===== src/hdl/llhp_pkg.sv =====
`timescale 1ns / 1ps

package llhp_pkg;

    localparam int HIST_BUCKETS_DEF = 32;
    localparam int IDX_W_MAX        = 6;
    localparam int NUM_PCT          = 3;

    localparam logic [9:0] NS_PER_US = 10'd1000;
    localparam logic [6:0] PCT_SCALE = 7'd100;
    localparam logic [6:0] PCT_LIST [NUM_PCT] = '{7'd50, 7'd95, 7'd99};

    typedef struct packed {
        logic [39:0] total_time_ns;
        logic [39:0] tune_time_ns;
        logic [39:0] send_time_ns;
        logic [39:0] close_time_ns;
    } sample_t;

    typedef struct packed {
        logic [47:0] sample_count;
        logic [63:0] sum_total_ns;
        logic [63:0] sum_tune_ns;
        logic [63:0] sum_send_ns;
        logic [63:0] sum_close_ns;
        logic [63:0] sum_other_ns;
        logic [31:0] total_p50_us;
        logic [31:0] total_p95_us;
        logic [31:0] total_p99_us;
        logic [31:0] send_p50_us;
        logic [31:0] send_p95_us;
        logic [31:0] send_p99_us;
    } report_t;

    typedef struct packed {
        logic sample_take;
        logic hist_write;
        logic walk_start;
        logic walk_issue;
        logic load_report;
    } cmd_t;

    typedef struct packed {
        logic enabled;
        logic report_due;
        logic walk_last;
    } sts_t;

    function automatic logic [63:0] sat_add64(input logic [63:0] a, input logic [63:0] b);
        logic [64:0] s;
        s = {1'b0, a} + {1'b0, b};
        return s[64] ? '1 : s[63:0];
    endfunction

    // bucket index to power-of-two microseconds, top clamped at 2^31
    function automatic logic [31:0] pct_value(input logic [IDX_W_MAX-1:0] idx);
        logic [4:0] sh;
        sh = (idx > IDX_W_MAX'(31)) ? 5'd31 : idx[4:0];
        return 32'd1 << sh;
    endfunction

endpackage


===== src/hdl/llhp_ctrl.sv =====
`timescale 1ns / 1ps

module llhp_ctrl import llhp_pkg::*; (
    input  logic clk,
    input  logic rst_n,
    input  logic sample_valid,
    output logic sample_stall,
    output logic report_valid,
    input  logic report_stall,
    input  sts_t sts,
    output cmd_t cmd
);

    typedef enum logic [5:0] {
        S_IDLE   = 6'b000001,
        S_UPDATE = 6'b000010,
        S_WALK   = 6'b000100,
        S_DRAIN1 = 6'b001000,
        S_DRAIN2 = 6'b010000,
        S_FINISH = 6'b100000
    } state_t;

    state_t state_reg;
    state_t state_next;
    logic   report_valid_reg;
    logic   report_valid_next;

    always_comb
    begin
        state_next      = state_reg;
        cmd             = '0;
        case (state_reg)
            S_IDLE:
            begin
                // with the block disabled a sample is taken and dropped
                if (sample_valid && sts.enabled)
                begin
                    cmd.sample_take = 1'b1;
                    state_next      = S_UPDATE;
                end
            end
            S_UPDATE:
            begin
                cmd.hist_write = 1'b1;
                if (sts.report_due)
                begin
                    cmd.walk_start = 1'b1;
                    state_next     = S_WALK;
                end
                else
                begin
                    state_next = S_IDLE;
                end
            end
            S_WALK:
            begin
                cmd.walk_issue = 1'b1;
                if (sts.walk_last)
                begin
                    state_next = S_DRAIN1;
                end
            end
            S_DRAIN1:
            begin
                state_next = S_DRAIN2;
            end
            S_DRAIN2:
            begin
                state_next = S_FINISH;
            end
            S_FINISH:
            begin
                if (!report_valid_reg || !report_stall)
                begin
                    cmd.load_report = 1'b1;
                    state_next      = S_IDLE;
                end
            end
            default:
            begin
                state_next = S_IDLE;
            end
        endcase
    end

    always_comb
    begin
        report_valid_next = report_valid_reg;
        if (cmd.load_report)
        begin
            report_valid_next = 1'b1;
        end
        else if (report_valid_reg && !report_stall)
        begin
            report_valid_next = 1'b0;
        end
    end

    always_ff @(posedge clk or negedge rst_n)
    begin
        if (!rst_n)
        begin
            state_reg        <= S_IDLE;
            report_valid_reg <= 1'b0;
        end
        else
        begin
            state_reg        <= state_next;
            report_valid_reg <= report_valid_next;
        end
    end

    assign sample_stall = state_reg != S_IDLE;
    assign report_valid = report_valid_reg;

    a_load_only_when_free: assert property (@(posedge clk) disable iff (!rst_n)
        cmd.load_report |-> (!report_valid_reg || !report_stall))
        else $error("report loaded over an untaken report");

    a_due_starts_walk: assert property (@(posedge clk) disable iff (!rst_n)
        (state_reg == S_UPDATE && sts.report_due) |=> (state_reg == S_WALK))
        else $error("window close did not start the bucket walk");

    a_walk_ends_drain: assert property (@(posedge clk) disable iff (!rst_n)
        (state_reg == S_WALK && sts.walk_last) |=> (state_reg == S_DRAIN1))
        else $error("bucket walk did not stop at the top bucket");

    a_report_after_load: assert property (@(posedge clk) disable iff (!rst_n)
        cmd.load_report |=> (report_valid && state_reg == S_IDLE))
        else $error("loaded report not presented");

endmodule


===== config.mk =====
export PLATFORM = sky130hd
export DESIGN_NAME = llhp_ctrl
export DESIGN_NICKNAME = d
export VERILOG_FILES = /design/src/hdl/llhp_pkg.sv /design/src/hdl/llhp_ctrl.sv
export SDC_FILE = /design/constraint.sdc
export NUM_CORES = 1
export LEC_CHECK = 0
export BUFFER_PORTS_ARGS = -buffer_cell sky130_fd_sc_hd__clkbuf_2
export CAP_MARGIN = 10
export CORE_AREA = 4 4 41 43
export DETAILED_ROUTE_END_ITERATION = 12
export DIE_AREA = 0 0 45 47
export SKIP_CTS_REPAIR_TIMING = 1
export SYNTH_ARGS = -nofsm -noshare
export SYNTH_HDL_FRONTEND = slang
export SYNTH_SLANG_ARGS = --single-unit

===== constraint.sdc =====
create_clock -name clk -period 2.1 [get_ports clk]
set_clock_uncertainty 0.15 [all_clocks]
set_input_delay 0.105 -clock clk [delete_from_list [all_inputs] [get_ports clk]]
set_output_delay 0.105 -clock clk [all_outputs]
set_load 0.005 [all_outputs]

==> results of run 1 <==
-- cell families (layout without fill, tap and decap cells) --
| group | after synthesis | after routing | synth area share [%] |
|---|---|---|---|
| AOI/OAI and AO/OA | 8 | 8 | 13.2 |
| DFF | 7 | 7 | 44.2 |
| buffers and inverters | 5 | 24 | 6.58 |
| and+or+nand+nor | 21 | 21 | 33.9 |
| xor gates and xnor gates | 1 | 1 | 2.19 |
-- path summary, 6_finish.rpt --
kind	slack, ps	startpoint	to	cells past startpoint
max reg2reg	580	state_reg[4]	state_reg[2]	4
min	20	sts[1]	state_reg[2]	3
min reg2reg	390	report_valid	report_valid	2
min in group asynchronous	60	rst_n	state_reg[5]	2
max in group asynchronous	1500	rst_n	state_reg[0]	2
max	290	state_reg[4]	cmd[1]	3
-- layer usage --
layer  vias to the layer above  GRT usage (%)  routed length [µm]
li1                        182              -                   -
met1                       150           11.0                 406
met2                        13           12.4                 378
met3                         2           7.28                  60
met4                         0           3.51                   9
met5                         -              0                   0
-- critical path, stage by stage (launching register included) --
cell	delay [ps]
sky130_fd_sc_hd__dfrtp_1	450
sky130_fd_sc_hd__or4_4	570
sky130_fd_sc_hd__nor2b_4	150
sky130_fd_sc_hd__clkbuf_2	120
-- report_power, final --
| part | internal, mW | total (mW) | switching (mW) | leakage (nW) |
|---|---|---|---|---|
| Clock | 0.0728 | 0.128 | 0.0551 | 0.0150 |
| Sequential | 0.155 | 0.181 | 0.0254 | 0.0937 |
| Combinational | 0.0681 | 0.121 | 0.0531 | 0.164 |
| Total | 0.296 | 0.430 | 0.134 | 0.273 |
-- final cells by class --
type	instances	area (µm²)
flip-flops and latches	7	176
repair buffers	18	115
well taps	15	18.8
fillers	144	754
inverters	2	7.51
clock buffers	4	26.3
multi-input cells	30	203
-- through the flow --
stage                     power [mW]  instance area (µm²)
after CTS                      0.426                  490
final                          0.430                  547
after global placement         0.296                  464
after global routing           0.464                  547
after floorplan                0.260                  399
after detailed placement       0.294                  464
-- placed cells by master, fill, tap and decap left out --
cell / netlist / final
sky130_fd_sc_hd__nand3b_1: 1 / 1
sky130_fd_sc_hd__dfrtp_1: 6 / 6
sky130_fd_sc_hd__nor2b_1: 3 / 3
sky130_fd_sc_hd__o21ai_2: 1 / 1
sky130_fd_sc_hd__or4_4: 1 / 1
sky130_fd_sc_hd__and2b_1: 1 / 1
sky130_fd_sc_hd__nor4_2: 0 / 1
sky130_fd_sc_hd__nor4_1: 2 / 1
sky130_fd_sc_hd__inv_1: 1 / 1
sky130_fd_sc_hd__nor2b_4: 1 / 1
sky130_fd_sc_hd__a21boi_0: 1 / 1
sky130_fd_sc_hd__and3b_2: 1 / 1
sky130_fd_sc_hd__xnor2_1: 1 / 1
sky130_fd_sc_hd__clkbuf_1: 1 / 1
sky130_fd_sc_hd__nand4b_1: 1 / 1
sky130_fd_sc_hd__clkbuf_4: 0 / 3
sky130_fd_sc_hd__or2b_1: 1 / 1
sky130_fd_sc_hd__nand3_1: 1 / 1
sky130_fd_sc_hd__dlygate4sd3_1: 0 / 5
sky130_fd_sc_hd__a21oi_1: 2 / 2
sky130_fd_sc_hd__nand2_1: 4 / 4
sky130_fd_sc_hd__nor2_1: 3 / 3
sky130_fd_sc_hd__o31ai_1: 1 / 1
sky130_fd_sc_hd__inv_2: 1 / 1
sky130_fd_sc_hd__and2_1: 1 / 1
sky130_fd_sc_hd__o21ai_0: 2 / 2
sky130_fd_sc_hd__clkbuf_2: 0 / 13
sky130_fd_sc_hd__dfstp_2: 1 / 1
sky130_fd_sc_hd__a311oi_1: 1 / 1
==> impl_table.tex, run 1 <==
\begin{tabular}{lr}
\hline
Metric & Value \\
\hline
\multicolumn{2}{l}{\textbf{Synth}} \\
\quad Dominant cell type by area after synthesis & sky130\_fd\_sc\_hd\_\_dfrtp\_1 \\
\quad Count of flip-flops with a built-in enable after synthesis & 0 \\
\quad Post-synthesis cell count & 42 \\
\quad Most common library cells after synthesis & sky130\_fd\_sc\_hd\_\_dfrtp\_1 (6), sky130\_fd\_sc\_hd\_\_nand2\_1 (4), sky130\_fd\_sc\_hd\_\_nor2\_1 (3), sky130\_fd\_sc\_hd\_\_nor2b\_1 (3) \\
\quad Sequential element share of the synthesized area & 44.2\% \\
\quad Avg Cell Area, Syn & 9.50 µm² \\
\quad Net count after synthesis & 49 \\
\quad Top-count cell post-synth & sky130\_fd\_sc\_hd\_\_dfrtp\_1 \\
\quad Distinct cells, synth & 26 \\
\quad Syn. warnings & 0 \\
\quad Fraction of synthesized cell area taken by the top area cell type & 37.6\% \\
\quad Cell Area, Synth & 399 µm² \\
\quad Async set-or-reset flop fraction in the synthesized netlist & 100\% \\
\quad Top\_reg\_cell synth & sky130\_fd\_sc\_hd\_\_dfrtp\_1 \\
\quad Synth area leaders & sky130\_fd\_sc\_hd\_\_dfrtp\_1 (38\%), sky130\_fd\_sc\_hd\_\_dfstp\_2 (6.6\%), sky130\_fd\_sc\_hd\_\_nor2b\_1 (4.7\%) \\
\quad Register bit total from synthesis & 7 \\
\multicolumn{2}{l}{\textbf{Place}} \\
\quad DPL Wire Length & 584 µm \\
\quad Number of input and output port buffers inserted & 13 \\
\quad Setup WS pre-CTS & 501 ps \\
\quad RD Place Congestion & 0.647 \\
\quad Placed cells & 67 \\
\multicolumn{2}{l}{\textbf{Finish}} \\
\quad Share of layout cells above drive strength 1 & 37.7\% \\
\quad Flip-flop count of the largest register after layout & 6 \\
\quad Post-synthesis to final-layout area growth & 37.0\% \\
\quad Final core utilization & 42.0\% \\
\quad Number of antenna cells inserted & 0 \\
\quad Final net count & 69 \\
\quad Non-filler cells in the finished layout & 76 \\
\multicolumn{2}{l}{\textbf{Global routing}} \\
\quad Via count of the first global-routing pass & 323 \\
\quad Antenna violations before repair & 0 \\
\quad Global-route wire length before repair & 1320 µm \\
\quad Largest net degree at the start of global routing & 9 \\
\quad Global-route total usage across every layer & 9.24\% \\
\quad Global route overflow & 0 \\
\multicolumn{2}{l}{\textbf{Clocking}} \\
\quad Worst-skew pair later-pin latency & 260 ps \\
\quad CTS max path bufs & 2 \\
\quad CTS root buf & sky130\_fd\_sc\_hd\_\_clkbuf\_4 \\
\quad Clock slew seen by the registers of the worst setup and hold paths & 60 ps \\
\quad Count of H-tree levels built during CTS & 1 \\
\quad TritonCTS Buffers & 3 \\
\quad TritonCTS clock tree & yes \\
\quad Clk sinks & 7 \\
\multicolumn{2}{l}{\textbf{Floorplan}} \\
\quad Core area & 1300 µm² \\
\quad Die area & 2120 µm² \\
\quad Number of primary I/O pins & 14 \\
\quad Starting density of the core & 30.7\% \\
\quad Floorplan die width & 45 µm \\
\quad Die Span Y & 47 µm \\
\quad Num rows & 13 \\
\multicolumn{2}{l}{\textbf{Timing}} \\
\quad Min setup slack post-route & 290 ps \\
\quad Unrepaired setup endpoints after global routing & no \\
\quad Final critical delay including setup and external delays & 1810 ps \\
\quad Final Hold Vio Count & 0 \\
\quad Transition time at the pin with the least slew margin & 359 ps \\
\quad Hold Slack & 21.7 ps \\
\quad Final total negative setup slack & 0 ps \\
\quad Ratio of final minimum period to clock period & 86.2\% \\
\quad Count of final setup violators & 0 \\
\quad Slew headroom & 75.9\% \\
\quad Final Max Tran Viols & 0 \\
\quad Achievable Freq & 0.552 GHz \\
\multicolumn{2}{l}{\textbf{Worst setup path}} \\
\quad Critical-path maximum fanout & 6 \\
\quad Data arrival at the endpoint of the critical path & 1560 ps \\
\quad Worst setup SP type & register \\
\quad Critical path start-end classification & reg -> out \\
\quad Endpoint kind of the worst setup timing path & output port \\
\quad Required time reported for the critical path endpoint & 1850 ps \\
\multicolumn{2}{l}{\textbf{Worst hold path}} \\
\quad Path type of the worst min-delay path & in -> reg \\
\multicolumn{2}{l}{\textbf{Drt}} \\
\quad Count of nets left with antenna violations after detail routing & 0 \\
\quad Total routed wirelength & 855 µm \\
\quad First-pass iteration count of the detailed router & 2 \\
\quad Number of vias per cell after detailed routing & 4.57 \\
\quad DRC & 0 \\
\quad DRC violation total after the first TritonRoute iteration & 4 \\
\quad Total via count after detailed routing & 347 \\
\quad Routed length per instance & 11.3 µm \\
\multicolumn{2}{l}{\textbf{Power and ir drop}} \\
\quad Cell leakage power & 0.273 nW \\
\quad Power per cell area & 786 nW/µm² \\
\quad Peak supply drop & 0.432 mV \\
\multicolumn{2}{l}{\textbf{Run}} \\
\quad \# Max-Cap Violations & 0 \\
\multicolumn{2}{l}{\textbf{Run status}} \\
\quad Run status & finished, final reports clean \\
\hline
\end{tabular}
No activity file was read; power rests on OpenSTA's default activity.
==> run 2, diff against run 1 <==
- CORE_AREA: 4 4 41 43 -> 2 2 39 41
- DIE_AREA: 0 0 45 47 -> 0 0 41 43
- GPL_ROUTABILITY_DRIVEN: default -> 0
- MAX_ROUTING_LAYER: default -> met4
==> run 2 against run 1 <==
Register-to-register slack got worse by 90 ps. Clock power barely moved. Setup slack got worse by 100 ps. Flip-flop and latch count did not move. Utilization fell by 2.9 points. Via count rose by 0.29%. Total power fell by 1.2%. Fmax fell by 5.3%. Combinational power barely moved. Critical path depth rose by 1. Non-clock buffer count did not move. Critical endpoint is now cmd[2].
==> impl_table.tex, run 2 (synthesis gave the netlist of run 1 again) <==
\begin{tabular}{lr}
\hline
Metric & Value \\
\hline
\multicolumn{2}{l}{\textbf{Global routing}} \\
\quad Global-route wire length before repair & 1190 µm (-10\%) \\
\quad Via count of the first global-routing pass & 285 (-12\%) \\
\quad Antenna violations before repair & 0 (unchanged) \\
\quad Global-route total usage across every layer & 11.1\% (+1.8 points) \\
\quad Global route overflow & 0 (unchanged) \\
\quad Largest net degree at the start of global routing & 9 (unchanged) \\
\multicolumn{2}{l}{\textbf{Worst setup path}} \\
\quad Data arrival at the endpoint of the critical path & 1660 ps (+100 ps) \\
\quad Endpoint of the worst register-to-register path & state\_reg[0] \\
\quad Critical Path Max Stage Delay & 520 ps (-50 ps) \\
\quad Critical-path maximum fanout & 5 (-1) \\
\quad Cell type of the slowest stage on the worst timing path & sky130\_fd\_sc\_hd\_\_nor4\_1 \\
\quad Chain of cells forming the critical path & nor4\_1 > nand4b\_1 > inv\_1 > clkbuf\_2 \\
\quad Worst setup SP type & register \\
\quad Endpoint kind of the worst setup timing path & output port \\
\quad Startpoint of the lowest-slack register-to-register path & state\_reg[3] \\
\quad Required time reported for the critical path endpoint & 1850 ps (about the same) \\
\quad Reg2reg setup slack & 490 ps (-90 ps) \\
\quad Worst reg-to-reg path cell count & 4 (unchanged) \\
\quad Critical path start-end classification & reg -> out \\
\multicolumn{2}{l}{\textbf{Power and ir drop}} \\
\quad Clock Power Share & 29.6\% (-0.2 points) \\
\quad Power per cell area & 784 nW/µm² (-0.27\%) \\
\quad Cell leakage power & 0.271 nW (-0.56\%) \\
\quad Net switching power of the design & 0.130 mW (-3.1\%) \\
\quad Net switching share of the total power & 30.5\% (-0.59 points) \\
\quad Power share of the sequential group & 42.1\% (about the same) \\
\quad Combinational group share of total power & 28.3\% (about the same) \\
\quad Peak supply drop & 0.624 mV (+44\%) \\
\quad Pint & 0.295 mW (-0.33\%) \\
\multicolumn{2}{l}{\textbf{Timing}} \\
\quad Unrepaired setup endpoints after global routing & no \\
\quad Achievable Freq & 0.523 GHz (-5.3\%) \\
\quad Transition time at the pin with the least slew margin & 539 ps (+180 ps) \\
\quad Final Hold Vio Count & 0 (unchanged) \\
\quad Slew headroom & 63.7\% (-12 points) \\
\quad Ratio of final minimum period to clock period & 91.1\% (+4.9 points) \\
\quad Final critical delay including setup and external delays & 1910 ps (+102 ps) \\
\quad Count of final setup violators & 0 (unchanged) \\
\quad Final Max Tran Viols & 0 (unchanged) \\
\quad Final total negative setup slack & 0 ps (unchanged) \\
\multicolumn{2}{l}{\textbf{Finish}} \\
\quad Post-synthesis to final-layout area growth & 35.7\% \\
\quad Share of layout cells above drive strength 1 & 36.1\% (-1.6 points) \\
\quad Count of filler cells inserted in the layout & 141 (-2.1\%) \\
\quad Most frequent cells in the layout & sky130\_fd\_sc\_hd\_\_clkbuf\_2 (13), sky130\_fd\_sc\_hd\_\_dfrtp\_1 (6), sky130\_fd\_sc\_hd\_\_dlygate4sd3\_1 (5), sky130\_fd\_sc\_hd\_\_nand2\_1 (4) \\
\quad Final net count & 69 (unchanged) \\
\quad Number of antenna cells inserted & 0 (unchanged) \\
\quad Commonest non-fill, non-tap cell in the layout & sky130\_fd\_sc\_hd\_\_clkbuf\_2 \\
\quad Finished layout cell area & 542 µm² (-0.92\%) \\
\quad Final core utilization & 39.2\% (-2.9 points) \\
\quad Non-filler cells in the finished layout & 77 (+1.3\%) \\
\quad Storage element area & 176 µm² (unchanged) \\
\quad Flip-flop count of the largest register after layout & 6 (unchanged) \\
\quad Area used by multi-input combinational logic & 196 µm² (-3.1\%) \\
\multicolumn{2}{l}{\textbf{Place}} \\
\quad Placed cell areas & 465 µm² (+0.27\%) \\
\quad Placed cells & 68 (+1.5\%) \\
\quad Number of input and output port buffers inserted & 13 (unchanged) \\
\quad DPL Wire Length & 572 µm (-2.1\%) \\
\multicolumn{2}{l}{\textbf{Clocking}} \\
\quad Clk sinks & 7 (unchanged) \\
\quad Clock slew seen by the registers of the worst setup and hold paths & 50 ps (about the same) \\
\quad Worst-skew pair later-pin latency & 250 ps (about the same) \\
\quad TritonCTS clock tree & yes \\
\quad CTS root buf & sky130\_fd\_sc\_hd\_\_clkbuf\_4 \\
\quad Count of H-tree levels built during CTS & 1 (unchanged) \\
\quad TritonCTS Buffers & 3 (unchanged) \\
\quad CTS max path bufs & 2 (unchanged) \\
\multicolumn{2}{l}{\textbf{Worst hold path}} \\
\quad Number of cells on the worst hold path & 3 (unchanged) \\
\quad Path type of the worst min-delay path & in -> reg \\
\quad Origin of the worst min-delay path & sts[1] \\
\quad Worst min-delay path endpoint & state\_reg[2] \\
\multicolumn{2}{l}{\textbf{Drt}} \\
\quad Count of nets left with antenna violations after detail routing & 0 (unchanged) \\
\quad DRC & 0 (unchanged) \\
\quad Total routed wirelength & 794 µm (-7.1\%) \\
\quad Routed length per instance & 10.3 µm (-8.3\%) \\
\quad DRC violation total after the first TritonRoute iteration & 4 (unchanged) \\
\quad First-pass iteration count of the detailed router & 2 (unchanged) \\
\quad Total via count after detailed routing & 348 (+0.29\%) \\
\quad Number of vias per cell after detailed routing & 4.52 (-1.0\%) \\
\multicolumn{2}{l}{\textbf{Floorplan}} \\
\quad Starting density of the core & 28.8\% (-1.8 points) \\
\quad Die Span Y & 43 µm (-8.5\%) \\
\quad Die area & 1760 µm² (-17\%) \\
\quad Num rows & 14 (+1) \\
\quad Core area & 1380 µm² (+6.3\%) \\
\quad Floorplan die width & 41 µm (-8.9\%) \\
\quad Number of primary I/O pins & 14 (unchanged) \\
\multicolumn{2}{l}{\textbf{Run}} \\
\quad \# Max-Cap Violations & 0 (unchanged) \\
\multicolumn{2}{l}{\textbf{Run status}} \\
\quad Run status & finished, final reports clean \\
\hline
\end{tabular}
run 2: how the worst max path moves through the flow:
| stage | startpoint | end | slack, ps |
|---|---|---|---|
| finish | state_reg[3] | cmd[2] | 190 |
| global placement | state_reg[3] | cmd[2] | 490 |
| floorplan | state_reg[3] | cmd[2] | 640 |
| detailed placement | state_reg[3] | cmd[2] | 490 |
| global route | state_reg[3] | cmd[2] | 70 |
| CTS | state_reg[3] | cmd[2] | 200 |
run 2: layout make-up:
cell class / count / share of cell area [%]
Multi-Input combinational cell: 30 / 36.3
Sequential cell: 7 / 32.6
Timing Repair Buffer: 18 / 21.2
Tap cell: 16 / 3.70
Inverter: 2 / 1.39
Clock buffer: 4 / 4.85
run 2: through the flow:
stage / setup slack [ps] / hold slack [ps] / power (mW)
CTS: 202 / -468 / 0.423
global route: 65.4 / 46.1 / 0.455
finish: 187 / 22.7 / 0.425
detailed placement: 488 / -195 / 0.295
floorplan: 639 / -341 / 0.260
global placement: 485 / -196 / 0.296
run 2: routing by layer:
metal,vias to the layer above,share of wire [%],GRT usage (%)
li1,183,-,-
met3,2,7.4,9.42
met2,13,44,12.8
met5,-,0,-
met4,0,1.5,4.00
met1,150,47,13.8
run 2: power groups by stage:
stage	Clock [mW]	Sequential (mW)	Combinational (mW)
2_1_floorplan	0	0.163	0.0975
3_3_place_gp	0	0.181	0.115
3_5_place_dp	0	0.182	0.113
4_1_cts	0.130	0.179	0.115
5_1_grt	0.140	0.183	0.133
6_report	0.126	0.179	0.120
run 2: critical path: cells and delay by family, from the launching register on:
| family | cells | cell delay (ps) |
|---|---|---|
| and+or+nand+nor | 2 | 780 |
| buffers and inverters | 2 | 220 |
| DFF | 1 | 400 |
==> run 3, diff against run 2 <==
- CTS_BUF_LIST: default -> sky130_fd_sc_hd__clkbuf_2 sky130_fd_sc_hd__clkbuf_4 sky130_fd_sc_hd__clkbuf_8
- REMOVE_ABC_BUFFERS: default -> 1
==> run 3 against run 2 <==
Fmax is 6.3% higher. Die area stayed put. Utilization is 0.54 points higher. Wire length rose by 4.5%. Register-to-register slack gained 90 ps. Count of clock-buffer cells in the layout shrank 1. Total power up 1.3%. Clock power hardly changed. Highest routed layer unchanged. First-iteration DRC count is 25% lower. Sequential power about the same. Worst hold slack worse by 8.3 ps. Combinational power about the same.
==> impl_table.tex, run 3 (synthesis gave the netlist of run 1 again) <==
\begin{tabular}{lr}
\hline
Metric & Value \\
\hline
\multicolumn{2}{l}{\textbf{Timing}} \\
\quad Unrepaired setup endpoints after global routing & no \\
\quad Count of final setup violators & 0 (unchanged) \\
\quad Slew headroom & 74.5\% (+11 points) \\
\quad Final Hold Vio Count & 0 (unchanged) \\
\quad Final critical delay including setup and external delays & 1800 ps (-113 ps) \\
\quad Transition time at the pin with the least slew margin & 379 ps (-160 ps) \\
\quad Final total negative setup slack & 0 ps (unchanged) \\
\quad Hold Slack & 14.4 ps (-8.31 ps) \\
\quad Achievable Freq & 0.556 GHz (+6.3\%) \\
\quad Final Max Tran Viols & 0 (unchanged) \\
\quad Ratio of final minimum period to clock period & 85.7\% (-5.4 points) \\
\multicolumn{2}{l}{\textbf{Drt}} \\
\quad Total routed wirelength & 830 µm (+4.5\%) \\
\quad First-pass iteration count of the detailed router & 2 (unchanged) \\
\quad DRC violation total after the first TritonRoute iteration & 3 (-1) \\
\quad DRC & 0 (unchanged) \\
\quad Count of nets left with antenna violations after detail routing & 0 (unchanged) \\
\quad Number of vias per cell after detailed routing & 4.71 (+4.3\%) \\
\quad Total via count after detailed routing & 363 (+4.3\%) \\
\quad Routed length per instance & 10.8 µm (+4.5\%) \\
\multicolumn{2}{l}{\textbf{Worst setup path}} \\
\quad Worst setup SP type & register \\
\quad Startpoint of the lowest-slack register-to-register path & state\_reg[4] \\
\quad Setup crit start & state\_reg[4] \\
\quad Critical-path maximum fanout & 6 (+1) \\
\quad Required time reported for the critical path endpoint & 1850 ps (about the same) \\
\quad Worst reg-to-reg path cell count & 4 (unchanged) \\
\quad Endpoint kind of the worst setup timing path & output port \\
\quad Critical path start-end classification & reg -> out \\
\quad Data arrival at the endpoint of the critical path & 1540 ps (-120 ps) \\
\multicolumn{2}{l}{\textbf{Finish}} \\
\quad Non-filler cells in the finished layout & 77 (unchanged) \\
\quad Number of antenna cells inserted & 0 (unchanged) \\
\quad Final net count & 69 (unchanged) \\
\quad Final core utilization & 39.7\% (+0.54 points) \\
\quad Post-synthesis to final-layout area growth & 37.6\% \\
\quad Share of layout cells above drive strength 1 & 39.3\% (+3.3 points) \\
\quad Commonest non-fill, non-tap cell in the layout & sky130\_fd\_sc\_hd\_\_clkbuf\_2 \\
\quad Flip-flop count of the largest register after layout & 6 (unchanged) \\
\quad Most frequent cells in the layout & sky130\_fd\_sc\_hd\_\_clkbuf\_2 (13), sky130\_fd\_sc\_hd\_\_dfrtp\_1 (6), sky130\_fd\_sc\_hd\_\_dlygate4sd3\_1 (5), sky130\_fd\_sc\_hd\_\_nand2\_1 (4) \\
\multicolumn{2}{l}{\textbf{Global routing}} \\
\quad Largest net degree at the start of global routing & 9 (unchanged) \\
\quad Antenna violations before repair & 0 (unchanged) \\
\quad Via count of the first global-routing pass & 288 (+1.1\%) \\
\quad Global-route total usage across every layer & 10.6\% (-0.53 points) \\
\quad Global-route wire length before repair & 1170 µm (-1.1\%) \\
\quad Global route overflow & 0 (unchanged) \\
\multicolumn{2}{l}{\textbf{Clocking}} \\
\quad Clock slew seen by the registers of the worst setup and hold paths & 60 ps (about the same) \\
\quad TritonCTS Buffers & 3 (unchanged) \\
\quad TritonCTS clock tree & yes \\
\quad Clk sinks & 7 (unchanged) \\
\quad Count of H-tree levels built during CTS & 1 (unchanged) \\
\quad Worst-skew pair later-pin latency & 260 ps (about the same) \\
\quad CTS root buf & sky130\_fd\_sc\_hd\_\_clkbuf\_4 \\
\quad CTS max path bufs & 2 (unchanged) \\
\multicolumn{2}{l}{\textbf{Power and ir drop}} \\
\quad Net switching power of the design & 0.137 mW (+5.9\%) \\
\quad Clock Power Share & 29.9\% (+0.3 points) \\
\quad Power per cell area & 783 nW/µm² (-0.10\%) \\
\quad Power, Total & 0.430 mW (+1.3\%) \\
\quad Peak supply drop & 0.310 mV (-50\%) \\
\quad Net switching share of the total power & 31.9\% (+1.4 points) \\
\quad Pint & 0.293 mW (-0.72\%) \\
\quad Cell leakage power & 0.276 nW (+1.6\%) \\
\quad Power share of the sequential group & 42.0\% (about the same) \\
\quad Combinational group share of total power & 28.0\% (-0.3 points) \\
\multicolumn{2}{l}{\textbf{Floorplan}} \\
\quad Floorplan die width & 41 µm (unchanged) \\
\quad Num rows & 14 (unchanged) \\
\quad Starting density of the core & 28.8\% (unchanged) \\
\quad Core area & 1380 µm² (unchanged) \\
\quad Die area & 1760 µm² (unchanged) \\
\quad Number of primary I/O pins & 14 (unchanged) \\
\quad Die Span Y & 43 µm (unchanged) \\
\multicolumn{2}{l}{\textbf{Worst hold path}} \\
\quad Path type of the worst min-delay path & in -> reg \\
\quad Number of cells on the worst hold path & 3 (unchanged) \\
\quad Origin of the worst min-delay path & sts[1] \\
\multicolumn{2}{l}{\textbf{Place}} \\
\quad Number of input and output port buffers inserted & 13 (unchanged) \\
\quad DPL Wire Length & 626 µm (+9.6\%) \\
\quad Placed cells & 68 (unchanged) \\
\multicolumn{2}{l}{\textbf{Run status}} \\
\quad Run status & finished, final reports clean \\
\multicolumn{2}{l}{\textbf{Run}} \\
\quad \# Max-Cap Violations & 0 (unchanged) \\
\hline
\end{tabular}
-- run 3: cell types whose count changed in the layout (fill, tap and decap cells not counted), sizes merged --
| cell | delta |
|---|---|
| clkinv | +1 |
| clkbuf | -1 |
-- run 3: final timing paths --
kind,end,slack (ps)
max,cmd[1],300
min,state_reg[2],10
max reg2reg,state_reg[2],580
min reg2reg,report_valid,400
max in group asynchronous,state_reg[0],1510
min in group asynchronous,state_reg[4],60
-- run 3: through the flow --
step | worst slack, ps | cell area, µm²
floorplan | 665 | 380
global placement | 531 | 465
detailed placement | 501 | 465
CTS | 204 | 493
global route | 178 | 549
finish | 300 | 549
-- run 3: worst max-delay path, cell delays in order, from the launching register on --
cell	delay, ps
sky130_fd_sc_hd__dfrtp_1	450
sky130_fd_sc_hd__or4_4	560
sky130_fd_sc_hd__nor2b_4	150
sky130_fd_sc_hd__clkbuf_2	120
-- run 3: area by class of cell --
cell class	count	area [µm²]
Sequential cell	7	176
Tap cell	16	20.0
Fill cell	153	835
Clock buffer	3	22.5
Timing Repair Buffer	18	115
Inverter	2	7.51
Clock inverter	1	5.00
Multi-Input combinational cell	30	203
-- run 3: per-layer routing --
layer / global-route usage (%) / wire [µm] / vias up
met2: 14.4 / 378 / 15
met1: 12.5 / 365 / 161
met4: 6.00 / 24 / 0
met5: - / 0 / -
li1: - / - / 183
met3: 4.71 / 62 / 4
-- run 3: power by group through the flow --
stage          Combinational [mW]  Sequential, mW  Clock, mW
2_1_floorplan              0.0801           0.175          0
3_5_place_dp                0.114           0.181          0
5_1_grt                     0.136           0.185      0.140
6_report                    0.121           0.181      0.129
4_1_cts                     0.115           0.180      0.137
3_3_place_gp                0.113           0.181          0
